### src/hdl/lcmlt_pkg.sv
package lcmlt_pkg;

    localparam int XBITS_DEFAULT = 10;
    localparam int CFG_AW = 3;

    localparam logic FUNC_INSERT = 1'b0;
    localparam logic FUNC_QUERY  = 1'b1;

    typedef enum logic {
        REG_DOMAIN_LOW  = 1'b0,
        REG_DOMAIN_HIGH = 1'b1
    } t_reg_idx;

    localparam logic signed [63:0] EMPTY_VALUE = -64'sd1000000000000000000;

    typedef struct packed {
        logic signed [31:0] slope;
        logic signed [63:0] intercept;
    } t_line;

    localparam t_line EMPTY_LINE = '{slope: 32'sd0, intercept: EMPTY_VALUE};

    typedef struct packed {
        logic signed [31:0] low;
        logic signed [31:0] high;
    } t_domain;

    typedef struct packed {
        t_line              node;
        t_line              carry;
        logic signed [31:0] xa;
        logic signed [31:0] xm;
    } t_eval_req;

    typedef struct packed {
        logic signed [63:0] v_nl;
        logic signed [63:0] v_nm;
        logic signed [63:0] v_cl;
        logic signed [63:0] v_cm;
    } t_eval_res;

endpackage

### src/hdl/lcmlt_cfg_regs.sv
module lcmlt_cfg_regs (
    input  logic                        i_clk,
    input  logic                        i_rst_n,
    input  logic                        psel,
    input  logic                        penable,
    input  logic                        pwrite,
    input  logic [lcmlt_pkg::CFG_AW-1:0] paddr,
    input  logic [31:0]                 pwdata,
    output logic [31:0]                 prdata,
    output logic                        pready,
    output lcmlt_pkg::t_domain          o_domain
);

    logic signed [31:0]   r_low;
    logic signed [31:0]   r_high;
    lcmlt_pkg::t_reg_idx  w_idx;
    logic                 w_wr;

    assign w_idx  = lcmlt_pkg::t_reg_idx'(paddr[2]);
    assign w_wr   = psel && penable && pwrite;
    assign pready = 1'b1;

    always_ff @(posedge i_clk) begin
        if (!i_rst_n) begin
            r_low  <= 32'sd0;
            r_high <= 32'sd1024;
        end else if (w_wr) begin
            unique case (w_idx)
                lcmlt_pkg::REG_DOMAIN_LOW:  r_low  <= pwdata;
                lcmlt_pkg::REG_DOMAIN_HIGH: r_high <= pwdata;
                default:                    r_low  <= r_low;
            endcase
        end
    end

    always_comb begin
        unique case (w_idx)
            lcmlt_pkg::REG_DOMAIN_LOW:  prdata = r_low;
            lcmlt_pkg::REG_DOMAIN_HIGH: prdata = r_high;
            default:                    prdata = '0;
        endcase
    end

    assign o_domain.low  = r_low;
    assign o_domain.high = r_high;

endmodule

### config.mk
export PLATFORM = sky130hd
export DESIGN_NAME = lcmlt_cfg_regs
export DESIGN_NICKNAME = d
export VERILOG_FILES = /design/src/hdl/lcmlt_pkg.sv /design/src/hdl/lcmlt_cfg_regs.sv
export SDC_FILE = /design/constraint.sdc
export NUM_CORES = 1
export LEC_CHECK = 0
export ABC_CLOCK_PERIOD_IN_PS = 1600
export BUFFER_PORTS_ARGS = -buffer_cell sky130_fd_sc_hd__buf_2
export CAP_MARGIN = 40
export CORE_MARGIN = 8
export CORE_UTILIZATION = 24
export CTS_CLUSTER_SIZE = 10
export DETAILED_ROUTE_END_ITERATION = 10
export PLACE_DENSITY = 0.49
export SYNTH_ARGS = -nofsm -noshare
export SYNTH_HDL_FRONTEND = slang
export SYNTH_SLANG_ARGS = --single-unit
export TNS_END_PERCENT = 5
### constraint.sdc
create_clock -name i_clk -period 1.6 [get_ports i_clk]
set_input_delay 0.32 -clock i_clk [delete_from_list [all_inputs] [get_ports i_clk]]
set_output_delay 0.32 -clock i_clk [all_outputs]
set_load 0.01 [all_outputs]
After elaboration in Yosys (flattened, before gate mapping)
Index checks and enable logic that the tools add are counted.
{"block": "totals", "register_bits": 64, "in_bits": 40, "wordCells": 8}
{"block": "op_classes", "n_bitwise": 1, "n_mux": 1, "n_reduce_logical": 4}
{"operator": "case mux 32 bit (2 select lines)", "count": 1}
{"operator": "AND reduction 2 bit", "count": 2}
{"operator": "logical AND 1 bit", "count": 2}
{"operator": "NOT 1 bit", "count": 1}

Longest topological paths before layout
{"block": "depth", "ltp_word": 3, "ltp_mapped": 5, "mapped_depth_nobuf": 2}

Least setup slack after synthesis
Ideal clock, no wire load.
{"block": "synth_timing", "kind": "input port to output port", "from": "input paddr[2] (netlist bit)", "to": "output prdata[0]", "required_time_ps": 1280, "path_buffers": 2, "slack_ps": 292, "arrival_time_ps": 988, "cell_stages": 3, "cell_sequence": "buf_6 -> buf_2 -> mux2_2"}
{"block": "synth_between", "elab_chain_len": 2}
{"element": "start: declaration", "line": "lcmlt_cfg_regs.sv:7", "source": "input logic [lcmlt_pkg::CFG_AW-1:0] paddr,"}
{"element": "NOT 1 bit (no line)"}
{"element": "case mux 32 bit (2 select lines) *", "line": "lcmlt_cfg_regs.sv:37", "source": "unique case (w_idx)"}
{"element": "end: declaration", "line": "lcmlt_cfg_regs.sv:9", "source": "output logic [31:0] prdata,"}
Mark *: on every way between the ends. The rest lies on a longest branch, timed or not.

Worst setup path in the final report
{"block": "layout_timing", "from": "input paddr[2] (netlist bit)", "to": "output prdata[10]"}
Same word-level chain as after synthesis.

==> results.md <==
* Post-synthesis sequential area ratio at 0.4547
* Longest Clk Path Bufs at 2
* Worst-path fanout max at 14
* Power per cell area at 989.0 mW/mm2
* Post-CTS Setup Inserts at 0
* P_leak at 2.073 nW
* Max Cap Viol at 0
* Setup crit start: paddr[2]
* #FFs+latches synth at 64
* Mux share of post-synthesis cell area at 0.3552
* Syn_nets at 323
* Max Slew Vio Count at 0
* HPWL after DPL at 5619 um
* Peak supply drop at 0.3864 mV
* Die width at 124.4 um
* Initial antenna violation count at 0
* Post-route DRC at 0
* 1st-iter DRT viols at 43
* Number of global-route vias before repair at 2,600
* RSZ-0062 raised after global routing: no
* Total CTS buffers at 9
* Clock Pin Slew Worst Setup and Hold Paths at 60 ps
* Layout cells sized above 1 at 0.4506
* Worst flop-to-flop path startpoint: r_high[15]$_SDFFE_PN0P_
* CP endpoint kind: primary output
* # fillers at 1,203
* Post-Synth XOR/XNOR Area at 0
* Routed wire length per instance at 14.07 um
* Multi-input gate area in the final layout at 0.001406 mm2
* Finish-stage setup viols at 0
* Routed via count at 2,386
* CTS tree: yes
* Min Clock Period, post-route at 1485 ps
* CTS root buf: clkbuf_16
* Die area at 0.01546 mm2
* Storage cell area at 0.001281 mm2
* Post-synth cell types at 12
* Leading cell type in the layout, fill and taps excluded: buf_2
* Routed wire length at 7851 um
* Hold_sp: pwdata[10]
* Pre-antenna DRT Iters at 4
* Largest family of logic cells by synthesized area: multiplexers
* Crit path kind: in2out
* Fin. Hold Viols at 0
* Gates resized, CTS repair at 0
* Achievable frequency at 673.2 MHz
* Clock Skew at 0 ps
* Post-synthesis adder-cell area fraction at 0
* Placed insts at 543
* Initial core utilization at 0.2468
* Die Ht at 124.4 um
* Setup TNS at 0 ps
* Clock sinks at 64
* Commonest non-fill, non-tap cells in the layout: buf_2 (133), nand2_1 (95), mux2i_1 (64), dfxtp_1 (64), mux2_2 (32)
* First-pass GRT wire length at 13,100 um
* Hold slack at 264.3 ps
* IO buf count at 133
* Syn Area/Cell at 9.957 um2
* Io pins at 137
* # rows at 39
* Ys Warns at 0
* CP required at 1280 ps
* Largest net degree at the start of global routing at 98
* Critical Path Start Type: input port
* Synthesized area at 0.002818 mm2
* Finished Layout Cells at 558
* H-tree depth at 3
* Post-CTS Hold Fix Bufs at 0
* GPL Wtd Cong at 0.6745
* Status: finished, final reports clean
* Core box area at 0.01142 mm2
* Final Cycle Share at 0.9284
* Simple-gate share of the synthesized area at 0.1390
* N_diodes at 0
* Drt via density at 4.276
* Layout Nets at 451
* Min-delay worst type: in2reg
* Synth Area in Compound Gates at 0
* Grt total ovfl at 0
* Final ANT Viol Nets at 0
* Critical Path AT at 1170 ps
* Clock Latency Late Sink at 310 ps
* GRT Overall Usage at 0.1005
* Area growth syn-to-layout at 40.14%
* Mapped Cells at 283
-- routing by layer --
| layer | GRT usage | up-vias | wire [um] |
|---|---|---|---|
| met5 | 0 | - | 0 |
| met4 | 0.02977 | 0 | 37 |
| met3 | 0.04511 | 4 | 563 |
| met2 | 0.1631 | 77 | 3617 |
| met1 | 0.1162 | 1112 | 3633 |
| li1 | - | 1193 | - |
-- critical path, cell delays in order --
cell	delay, ps
buf_2	170
buf_12	180
mux2_2	350
buf_2	140
-- final timing paths --
path,to,slack (ps),depth (start not counted)
worst max-delay path,prdata[10],110,4
worst min-delay path,r_low[10]$_SDFFE_PN0P_,260,3
worst max register to register,r_high[15]$_SDFFE_PN0P_,960,2
worst min register to register,r_low[30]$_SDFFE_PN0P_,470,2
-- final cells by class --
cell class              instances  share of cell area
multi-input cells             196              0.3561
clock inverters                 3             0.01077
clock buffers                  12             0.06242
repair buffers                140              0.2009
well taps                     143             0.04531
flip-flops and latches         64              0.3245
-- through the flow --
stage | util | cell area, um2 | worst slack [ps] | total power [W]
3_3_place_gp | 0.3205 | 3660 | 112.9 | 0.002035
6_report | 0.3458 | 3949 | 114.6 | 0.003905
5_1_grt | 0.3458 | 3949 | 70.26 | 0.004083
4_1_cts | 0.3458 | 3949 | 99.71 | 0.003987
3_5_place_dp | 0.3205 | 3660 | 107.6 | 0.002039
2_1_floorplan | - | 2818 | 292.4 | 0.001887
-- sequential cells by signal (all words and copies together) (netlist names) --
signal  cells
r_high     32
r_low      32
-- cells in the mapped netlist --
library cell  count  share of area
buf_6             5          0.020
buf_4             2         0.0053
nor2b_1           2         0.0044
mux2i_1          64           0.23
nand2_1          95           0.13
dfxtp_1          64           0.45
buf_2             7          0.012
clkbuf_1          9          0.012
mux2_2           32           0.13
and4b_1           1         0.0036
nand4_2           1         0.0044
conb_1            1         0.0013
-- logic make-up after synthesis --
family,Yosys count
AND/OR/NAND/NOR,99
multiplexers,96
flip-flops,64
buffers and inverters,23
other,1
-- where the power goes --
part	internal [W]	switching, W
Combinational	0.000160	0.000183
Sequential	0.00163	0.0000246
Clock	0.00124	0.000670
Total	0.00303	0.000878
No activity file was read; power rests on OpenSTA's default activity.
